$ cat src/hw/rtl/pce_pkg.sv
// ----------------------------------------------------------------------------
// Pixel color effect package
// Effect mode codes, fixed-point constants and the x-ray response table.
// ----------------------------------------------------------------------------
package pce_pkg;

    // Effect selected by the mode register
    typedef enum logic [1:0] {
        MODE_GRAY  = 2'd0,
        MODE_NEG   = 2'd1,
        MODE_XRAY  = 2'd2,
        MODE_SEPIA = 2'd3
    } mode_t;

    // One RGB pixel
    typedef struct packed {
        logic [7:0] blue;
        logic [7:0] green;
        logic [7:0] red;
    } pixel_t;

    // Luma weights in thousandths
    localparam int unsigned LUMA_W_R = 299;
    localparam int unsigned LUMA_W_G = 587;
    localparam int unsigned LUMA_W_B = 114;

    // floor(s / 1000) = (s * LUMA_RECIP) >> LUMA_SHIFT for s <= 255000
    localparam int unsigned LUMA_SHIFT = 28;
    localparam int unsigned LUMA_RECIP = 268436;

    // floor(x / 10) = (x * DIV10_RECIP) >> DIV10_SHIFT for x < 16384
    localparam int unsigned DIV10_SHIFT = 15;
    localparam int unsigned DIV10_RECIP = 3277;

    // Sepia gains and offsets
    localparam int unsigned SEPIA_UP_GAIN   = 11;
    localparam int unsigned SEPIA_DOWN_GAIN = 9;
    localparam int unsigned SEPIA_OFFSET    = 10;
    localparam int unsigned SEPIA_BIAS      = 100;
    localparam int unsigned CHAN_MAX        = 255;

    // floor(sqrt(l^3)); saturates to 255 from luma 41 up
    function automatic logic [7:0] xray_lut(input logic [7:0] l);
        logic [7:0] v;
        case (l)
            8'd0:  v = 8'd0;
            8'd1:  v = 8'd1;
            8'd2:  v = 8'd2;
            8'd3:  v = 8'd5;
            8'd4:  v = 8'd8;
            8'd5:  v = 8'd11;
            8'd6:  v = 8'd14;
            8'd7:  v = 8'd18;
            8'd8:  v = 8'd22;
            8'd9:  v = 8'd27;
            8'd10: v = 8'd31;
            8'd11: v = 8'd36;
            8'd12: v = 8'd41;
            8'd13: v = 8'd46;
            8'd14: v = 8'd52;
            8'd15: v = 8'd58;
            8'd16: v = 8'd64;
            8'd17: v = 8'd70;
            8'd18: v = 8'd76;
            8'd19: v = 8'd82;
            8'd20: v = 8'd89;
            8'd21: v = 8'd96;
            8'd22: v = 8'd103;
            8'd23: v = 8'd110;
            8'd24: v = 8'd117;
            8'd25: v = 8'd125;
            8'd26: v = 8'd132;
            8'd27: v = 8'd140;
            8'd28: v = 8'd148;
            8'd29: v = 8'd156;
            8'd30: v = 8'd164;
            8'd31: v = 8'd172;
            8'd32: v = 8'd181;
            8'd33: v = 8'd189;
            8'd34: v = 8'd198;
            8'd35: v = 8'd207;
            8'd36: v = 8'd216;
            8'd37: v = 8'd225;
            8'd38: v = 8'd234;
            8'd39: v = 8'd243;
            8'd40: v = 8'd252;
            default: v = 8'd255;
        endcase
        return v;
    endfunction

endpackage

$ cat src/hw/rtl/pixel_color_effect_unit.sv
// ----------------------------------------------------------------------------
// Pixel color effect unit
// Grayscale, negative, x-ray or sepia effect on an 8-bit RGB pixel stream.
// ----------------------------------------------------------------------------
// Throughput: one pixel per cycle while m_tready does not stall the output; the four-stage
//   pipeline with the luma reciprocal multiply in stage 3 sets the clock, not the rate.
// Reset: aresetn clears all stage valid bits and sets the mode to grayscale.
// Back-pressure stalls only the stages that are full; empty stages keep filling.
module pixel_color_effect_unit (
    input  logic        aclk,
    input  logic        aresetn,
    // Configuration: effect mode
    input  logic        cfg_wr_en,
    input  logic [1:0]  cfg_wr_data,
    // Input pixel stream
    input  logic        s_tvalid,
    output logic        s_tready,
    input  logic [23:0] s_tdata,   // red_in[7:0], green_in[15:8], blue_in[23:16]
    input  logic        s_tlast,   // final_pixel
    // Output pixel stream
    output logic        m_tvalid,
    input  logic        m_tready,
    output logic [23:0] m_tdata,   // red_out[7:0], green_out[15:8], blue_out[23:16]
    output logic        m_tlast    // final_out
);

    // ------------------------------------------------------------------
    // Mode register
    // ------------------------------------------------------------------
    pce_pkg::mode_t mode_reg;

    always_ff @(posedge aclk) begin
        if (!aresetn) begin
            mode_reg <= pce_pkg::MODE_GRAY;
        end else if (cfg_wr_en) begin
            mode_reg <= pce_pkg::mode_t'(cfg_wr_data);
        end
    end

    // ------------------------------------------------------------------
    // Stage handshake: a stage loads when it is empty or its successor loads
    // ------------------------------------------------------------------
    logic s1_valid_reg, s2_valid_reg, s3_valid_reg, s4_valid_reg;
    logic s1_ready, s2_ready, s3_ready, s4_ready;

    assign s4_ready = !s4_valid_reg || m_tready;
    assign s3_ready = !s3_valid_reg || s4_ready;
    assign s2_ready = !s2_valid_reg || s3_ready;
    assign s1_ready = !s1_valid_reg || s2_ready;
    assign s_tready = s1_ready;

    always_ff @(posedge aclk) begin
        if (!aresetn) begin
            s1_valid_reg <= 1'b0;
            s2_valid_reg <= 1'b0;
            s3_valid_reg <= 1'b0;
            s4_valid_reg <= 1'b0;
        end else begin
            if (s1_ready) s1_valid_reg <= s_tvalid;
            if (s2_ready) s2_valid_reg <= s1_valid_reg;
            if (s3_ready) s3_valid_reg <= s2_valid_reg;
            if (s4_ready) s4_valid_reg <= s3_valid_reg;
        end
    end

    // ------------------------------------------------------------------
    // Stage 1: weighted channel products and sepia gains
    // ------------------------------------------------------------------
    pce_pkg::pixel_t in_pix;
    assign in_pix = pce_pkg::pixel_t'(s_tdata);

    pce_pkg::pixel_t s1_pix_reg;
    pce_pkg::mode_t  s1_mode_reg;
    logic            s1_last_reg;
    logic [16:0]     s1_prod_r_reg;
    logic [17:0]     s1_prod_g_reg;
    logic [14:0]     s1_prod_b_reg;
    logic [11:0]     s1_up_r_reg, s1_up_g_reg, s1_down_b_reg;

    always_ff @(posedge aclk) begin
        if (s1_ready) begin
            s1_pix_reg    <= in_pix;
            s1_mode_reg   <= mode_reg;
            s1_last_reg   <= s_tlast;
            s1_prod_r_reg <= 17'(in_pix.red)   * 17'(pce_pkg::LUMA_W_R);
            s1_prod_g_reg <= 18'(in_pix.green) * 18'(pce_pkg::LUMA_W_G);
            s1_prod_b_reg <= 15'(in_pix.blue)  * 15'(pce_pkg::LUMA_W_B);
            s1_up_r_reg   <= 12'(in_pix.red)   * 12'(pce_pkg::SEPIA_UP_GAIN);
            s1_up_g_reg   <= 12'(in_pix.green) * 12'(pce_pkg::SEPIA_UP_GAIN);
            s1_down_b_reg <= 12'(in_pix.blue)  * 12'(pce_pkg::SEPIA_DOWN_GAIN);
        end
    end

    // ------------------------------------------------------------------
    // Stage 2: luma sum, sepia divide by ten
    // ------------------------------------------------------------------
    logic [23:0] up_r_prod, up_g_prod, down_b_prod;
    logic [11:0] down_b_biased;
    logic        down_b_zero;

    assign down_b_zero   = s1_down_b_reg < 12'(pce_pkg::SEPIA_BIAS);
    assign down_b_biased = s1_down_b_reg - 12'(pce_pkg::SEPIA_BIAS);
    assign up_r_prod     = 24'(s1_up_r_reg)   * 24'(pce_pkg::DIV10_RECIP);
    assign up_g_prod     = 24'(s1_up_g_reg)   * 24'(pce_pkg::DIV10_RECIP);
    assign down_b_prod   = 24'(down_b_biased) * 24'(pce_pkg::DIV10_RECIP);

    pce_pkg::pixel_t s2_pix_reg;
    pce_pkg::mode_t  s2_mode_reg;
    logic            s2_last_reg;
    logic [17:0]     s2_sum_reg;
    logic [8:0]      s2_q_r_reg, s2_q_g_reg;
    logic [7:0]      s2_sepia_b_reg;

    always_ff @(posedge aclk) begin
        if (s2_ready) begin
            s2_pix_reg     <= s1_pix_reg;
            s2_mode_reg    <= s1_mode_reg;
            s2_last_reg    <= s1_last_reg;
            s2_sum_reg     <= 18'(s1_prod_r_reg) + s1_prod_g_reg + 18'(s1_prod_b_reg);
            s2_q_r_reg     <= up_r_prod[pce_pkg::DIV10_SHIFT +: 9];
            s2_q_g_reg     <= up_g_prod[pce_pkg::DIV10_SHIFT +: 9];
            s2_sepia_b_reg <= down_b_zero ? 8'd0 : down_b_prod[pce_pkg::DIV10_SHIFT +: 8];
        end
    end

    // ------------------------------------------------------------------
    // Stage 3: luma by reciprocal multiply, sepia offset and clamp
    // ------------------------------------------------------------------
    logic [36:0] luma_prod;
    logic [9:0]  up_r_sum, up_g_sum;

    assign luma_prod = 37'(s2_sum_reg) * 37'(pce_pkg::LUMA_RECIP);
    assign up_r_sum  = 10'(s2_q_r_reg) + 10'(pce_pkg::SEPIA_OFFSET);
    assign up_g_sum  = 10'(s2_q_g_reg) + 10'(pce_pkg::SEPIA_OFFSET);

    pce_pkg::pixel_t s3_pix_reg;
    pce_pkg::pixel_t s3_sepia_reg;
    pce_pkg::mode_t  s3_mode_reg;
    logic            s3_last_reg;
    logic [7:0]      s3_luma_reg;

    always_ff @(posedge aclk) begin
        if (s3_ready) begin
            s3_pix_reg         <= s2_pix_reg;
            s3_mode_reg        <= s2_mode_reg;
            s3_last_reg        <= s2_last_reg;
            s3_luma_reg        <= luma_prod[pce_pkg::LUMA_SHIFT +: 8];
            s3_sepia_reg.red   <= (up_r_sum > 10'(pce_pkg::CHAN_MAX)) ? 8'hFF : up_r_sum[7:0];
            s3_sepia_reg.green <= (up_g_sum > 10'(pce_pkg::CHAN_MAX)) ? 8'hFF : up_g_sum[7:0];
            s3_sepia_reg.blue  <= s2_sepia_b_reg;
        end
    end

    // ------------------------------------------------------------------
    // Stage 4: x-ray lookup and effect select into the output register
    // ------------------------------------------------------------------
    pce_pkg::pixel_t effect_pix;
    logic [7:0]      xray_val;

    assign xray_val = pce_pkg::xray_lut(s3_luma_reg);

    always_comb begin
        case (s3_mode_reg)
            pce_pkg::MODE_GRAY:  effect_pix = '{blue: s3_luma_reg, green: s3_luma_reg,
                                                red: s3_luma_reg};
            pce_pkg::MODE_NEG:   effect_pix = pce_pkg::pixel_t'(~s3_pix_reg);
            pce_pkg::MODE_XRAY:  effect_pix = '{blue: xray_val, green: xray_val,
                                                red: xray_val};
            default:             effect_pix = s3_sepia_reg;
        endcase
    end

    pce_pkg::pixel_t s4_pix_reg;
    pce_pkg::mode_t  s4_mode_reg;
    logic            s4_last_reg;

    always_ff @(posedge aclk) begin
        if (s4_ready) begin
            s4_pix_reg  <= effect_pix;
            s4_mode_reg <= s3_mode_reg;
            s4_last_reg <= s3_last_reg;
        end
    end

    assign m_tvalid = s4_valid_reg;
    assign m_tdata  = s4_pix_reg;
    assign m_tlast  = s4_last_reg;

    // ------------------------------------------------------------------
    // Assertions
    // ------------------------------------------------------------------
    // Input stalls only when every stage is full and the output is blocked
    a_stall_full: assert property (@(posedge aclk) disable iff (!aresetn)
        !s_tready |-> (s1_valid_reg && s2_valid_reg && s3_valid_reg &&
                       s4_valid_reg && !m_tready))
        else $error("input stalled with a free pipeline stage");

    // An accepted beat lands in stage 1
    a_accept_lands: assert property (@(posedge aclk) disable iff (!aresetn)
        (s_tvalid && s_tready) |=> s1_valid_reg)
        else $error("accepted beat lost at stage 1");

    // Grayscale and x-ray give equal channels
    a_mono_equal: assert property (@(posedge aclk) disable iff (!aresetn)
        (m_tvalid && (s4_mode_reg == pce_pkg::MODE_GRAY ||
                      s4_mode_reg == pce_pkg::MODE_XRAY))
        |-> (s4_pix_reg.red == s4_pix_reg.green && s4_pix_reg.green == s4_pix_reg.blue))
        else $error("monochrome effect with unequal channels");

    // Sepia red and green never fall below the offset
    a_sepia_floor: assert property (@(posedge aclk) disable iff (!aresetn)
        (m_tvalid && s4_mode_reg == pce_pkg::MODE_SEPIA)
        |-> (s4_pix_reg.red >= 8'(pce_pkg::SEPIA_OFFSET) &&
             s4_pix_reg.green >= 8'(pce_pkg::SEPIA_OFFSET)))
        else $error("sepia channel below offset");

endmodule

$ cat config.mk
export PLATFORM = sky130hd
export DESIGN_NAME = pixel_color_effect_unit
export DESIGN_NICKNAME = d
export VERILOG_FILES = /design/src/hw/rtl/pce_pkg.sv /design/src/hw/rtl/pixel_color_effect_unit.sv
export SDC_FILE = /design/constraint.sdc
export NUM_CORES = 1
export LEC_CHECK = 0
export CAP_MARGIN = 10
export CORE_MARGIN = 3
export CORE_UTILIZATION = 56
export DETAILED_ROUTE_END_ITERATION = 6
export DONT_BUFFER_PORTS = 1
export PLACE_DENSITY_LB_ADDON = 0.05
export SYNTH_ARGS = -nofsm -noshare
export SYNTH_HDL_FRONTEND = slang
export SYNTH_SLANG_ARGS = --single-unit
$ cat constraint.sdc
create_clock -name aclk -period 17.9 [get_ports aclk]
set_input_delay 1.79 -clock aclk [delete_from_list [all_inputs] [get_ports aclk]]
set_output_delay 1.79 -clock aclk [all_outputs]
set_load 0.05 [all_outputs]
# Word-level counts from Yosys, hierarchy flattened
# Memories as Yosys holds them, arrays and structs flattened. A register that Yosys moved wholly into a read port is not among the register bits.
# Cells that the tools add are included.
[classes] add_sub_neg=5 mul=10 order_cmp=3 n_eq_ne=2 mux=3 bitwise=1 n_reduce_logical=10
[ops] operator="24-bit one-hot mux with 3 select lines" n=1
[ops] operator="12-bit by 12-bit multiplier with 24-bit output (second input constant)" n=2
[ops] operator="8-bit by 4-bit multiplier with 12-bit output (second input constant)" n=3
[ops] operator="18-bit by 17-bit multiplier with 34-bit output (second input constant)" n=1
[ops] operator="24-bit NOT" n=1
[ops] operator="12-bit by 12-bit multiplier with 23-bit output (second input constant)" n=1
[ops] operator="9-bit by 4-bit adder with 10-bit output (second input constant)" n=2
[ops] operator="10-bit by 8-bit > comparator with 1-bit output (second input constant)" n=2
[ops] operator="17-bit by 18-bit adder with 18-bit output" n=1
[ops] operator="18-bit by 15-bit adder with 18-bit output" n=1
[ops] operator="8-bit by 10-bit multiplier with 18-bit output (second input constant)" n=1
[ops] operator="8-bit by 9-bit multiplier with 17-bit output (second input constant)" n=1
[ops] operator="8-bit by 6-bit multiplier with 14-bit output (second input constant)" n=1
[ops] operator="12-bit by 7-bit < comparator with 1-bit output (second input constant)" n=1
[ops] operator="12-bit by 7-bit subtractor with 12-bit output (second input constant)" n=1
[ops] operator="8-bit 2-to-1 mux" n=1
[ops] operator="6-bit 2-to-1 mux" n=1
[ops] operator="1-bit logical NOT" n=4
[ops] operator="2-bit logical NOT" n=2
[ops] operator="1-bit logical OR" n=4
[ops] operator="2-bit by 1-bit equality test with 1-bit output (second input constant)" n=1
[ops] operator="2-bit equality test (second input constant)" n=1
[totals] reg_bits=273 romBits=512 out_inout_bits=27 memories=1
[memory_table] name="(no name shown)" words=64 width=8 rd=1 rd_ports_with_merged_regs=1 write_ports=0 line_no="pce_pkg.sv:45" rtl="case (l)"

# Depth between registers and ports, before layout
[logic_depth] depth_word=5 mapped_depth=24

# Least setup slack after synthesis
# OpenSTA, ideal clock, no wires.
[synth_path] path_kind="input to output" from="input port m_tready" to="output port s_tready" arrival_time_ns=5.150 required_ns=16.110 slack_ns=10.960 stages=5 n_path_buf=2 cell_sequence="nor2b_1 > and2_1 > clkbuf_1 > buf_4 > nand3_1"
[synth_between] elab_chain_len=4
[synth_lines] item="start, declared" line_no="pixel_color_effect_unit.sv:22" rtl="input logic m_tready,"
[synth_lines] item="1-bit logical OR" line_no="pixel_color_effect_unit.sv:46" rtl="assign s4_ready = !s4_valid_reg || m_tready;"
[synth_lines] item="1-bit logical OR" line_no="pixel_color_effect_unit.sv:47" rtl="assign s3_ready = !s3_valid_reg || s4_ready;"
[synth_lines] item="1-bit logical OR" line_no="pixel_color_effect_unit.sv:48" rtl="assign s2_ready = !s2_valid_reg || s3_ready;"
[synth_lines] item="1-bit logical OR" line_no="pixel_color_effect_unit.sv:49" rtl="assign s1_ready = !s1_valid_reg || s2_ready;"
[synth_lines] item="end, declared" line_no="pixel_color_effect_unit.sv:17" rtl="output logic s_tready,"
# Every way passes these cells.

==> metrics.csv <==
metric,value,unit
Setup Buffers After CTS,0,
crit path DAT,7.68,ns
CTS sink cnt,266,
I/O Buffers,0,
Clock Tree Root,clkbuf_16,
outcome,"complete, no violations",
min Tclk post-route,7.20,ns
Worst Tran Pin Value,1.28,ns
Post-Syn Area,0.0264,mm2
RSZ-0062 raised after global routing,no,
initial antenna violation count,2,
placer's final routability congestion estimate,0.863,
Die Y,223,um
I/O pin cnt,59,
Synth Warn #,0,
Final setup viols,0,
Fin. Hold Viols,0,
Via density,5.46,
Crit-path slowest cell,nor3b_1,
maxcap violations,0,
dpl ws,10.72,ns
CP Launch Type,register,
Layout Skew,0.00909,ns
"Avg Cell Area, Syn",11.2,um2
critical path's largest stage delay,0.92,ns
cts repair resizes,0,
Max Root-Sink Buffers,3,
"Reg clk slew, reported paths",0.06,ns
Synth Register Bits,266,
Slew headroom,0.139,
drt wl/cell,17.9,um
layout filler cell count,3752,
Sum Neg Setup Slack,0,ns
H-tree Lvls,1,
syn nets,3195,
number of synthesized flops with an enable pin,252,
sequential element share of the synthesized area,0.297,
die area,0.0498,mm2
hpwl dp,44300,um
vias,16400,
number of global-route vias before repair,16900,
CP endpoint kind,register,
final antenna-violating net count,0,
TritonCTS clock tree,built,
worst hold path type,reg2reg,
first-pass GRT wire length,87500,um
Initial Util,0.575,
asr flop ratio synth,0,
Yosys cell types,77,
Max Freq,0.139,GHz
Starting DRT DRC Count,852,
slack of the critical path,10.70,ns
TritonCTS Buffers,29,
synthesis-to-layout area growth,6.25,%
GR Util All Layers,0.219,
crit-path max FO,10,
drt total wl,53600,um
core region area,0.0460,mm2
drt drc,0,
chip width,223,um
Crit path required time,18.38,ns
later-pin clock latency in the skew report,0.56,ns
CTS Hold Bufs,0,
# diodes,0,
ratio of cells with drive above 1 in the final layout,0.0354,
num rows,78,
1st-pass router iterations,4,
pin count of the biggest net entering global routing,72,
Layout Nets,3215,
cell breakdown of the critical path,ha_1 -> ha_1 -> fa_1 -> fa_1 -> fa_1 -> inv_1 -> fa_1 -> inv_1 -> ha_1 -> nand3_2 -> or4b_4 -> nor4b_4 -> nor4b_1 -> o21a_1 -> nor3b_1 -> inv_1 -> ha_1 -> mux2i_1 -> mux2_2 -> a32oi_1,
ys flop type,edfxtp_1,
"Slew Viols, Final",0,
Syn Inst Count,2357,
Crit Path Class,reg2reg,
total gr overflow,0,
crit share post-route,0.402,
-- final timing paths --
path,cells past startpoint,slack (ns),to,from
worst max register to register,20,10.70,register,s2_sum_reg[8]$_DFFE_PP_
worst min-delay path,0,0.41,s3_pix_reg[4]$_DFFE_PN_,s2_pix_reg[4]$_DFFE_PP_
worst min register to register,0,0.41,s3_pix_reg[4]$_DFFE_PN_,s2_pix_reg[4]$_DFFE_PP_
worst max-delay path,20,10.70,register,s2_sum_reg[8]$_DFFE_PP_
-- metal layers --
| metal | GRT usage | up-vias | wire (um) |
|---|---|---|---|
| met5 | 0 | - | 25 |
| met4 | 0.0580 | 4 | 1550 |
| met3 | 0.0322 | 89 | 2230 |
| met2 | 0.353 | 273 | 24500 |
| met1 | 0.313 | 7925 | 25300 |
| li1 | - | 8094 | - |
-- worst max-delay path: cells and delay by family (launching register included) --
kind | cells | cell delay (ns)
and+or+nand+nor | 5 | 2.04
buffers and inverters | 3 | 0.38
DFF | 1 | 0.53
AOI/OAI and AO/OA | 2 | 0.37
adders and majority gates | 8 | 3.41
muxes | 2 | 0.37
-- per-stage QoR --
step	util	hold slack, ns	std cells	cell area [um2]
after floorplan	-	0.400	2357	26400
after global placement	0.591	0.401	2946	27200
after detailed placement	0.591	0.405	2946	27200
after CTS	0.611	0.419	3000	28100
after global routing	0.611	0.421	3000	28100
final	0.611	0.415	3000	28100
-- cell usage after synthesis, drive strengths merged, types with 4 or more instances --
cell type	count	area (um2)
a31oi	6	37.5
o31a	5	43.8
nand2b	14	87.6
nor2b	13	81.3
a21o	33	250
a21oi	106	534
o21a	19	143
or3	9	56.3
clkbuf	17	65.1
nand4	4	25.0
dfxtp	14	280
a211o	6	52.6
nor3b	4	30.0
o31ai	6	58.8
a22o	4	35.0
nand3	21	110
edfxtp	252	7570
inv	503	1890
nor2	82	310
xor2	35	307
ha	587	7340
nor3	29	145
a211oi	8	82.6
and2	15	93.8
and3	12	76.3
nand2	47	176
or2	8	50.1
o211ai	11	96.3
xnor2	75	657
nand3b	6	45.0
nor4b	4	50.1
o21bai	30	225
nor4	6	52.6
mux2i	11	110
fa	219	4380
o21ai	88	440
-- final cells by class --
| class | instances | area, um2 | area share |
|---|---|---|---|
| well taps | 600 | 751 | 0.0267 |
| inverters | 504 | 1890 | 0.0674 |
| repair buffers | 9 | 67.6 | 0.00241 |
| clock inverters | 19 | 148 | 0.00526 |
| clock buffers | 35 | 748 | 0.0267 |
| multi-input cells | 1567 | 16600 | 0.592 |
| flip-flops and latches | 266 | 7850 | 0.280 |
-- kinds of logic (layout without fill, tap and decap cells) --
| group | Yosys count | count (layout) | share of synthesized area |
|---|---|---|---|
| AOI/OAI and AO/OA | 356 | 356 | 0.0876 |
| xor gates and xnor gates | 110 | 110 | 0.0365 |
| adders and majority gates | 806 | 806 | 0.444 |
| buffers and inverters | 524 | 567 | 0.0747 |
| DFF | 266 | 266 | 0.297 |
| muxes | 14 | 14 | 0.00545 |
| and+or+nand+nor | 281 | 281 | 0.0550 |
-- layout by cell type (no fill, tap or decap), drive strengths merged, types with 33 or more instances in the layout --
cell type / n
nand2: 47
xor2: 35
xnor2: 75
clkbuf: 35
a21oi: 106
fa: 219
nor2: 82
inv: 508
edfxtp: 252
ha: 587
a21o: 33
o21ai: 88
Power is not shown: default switching activity piles up to over one toggle a cycle in this logic, so the estimate is an artifact.
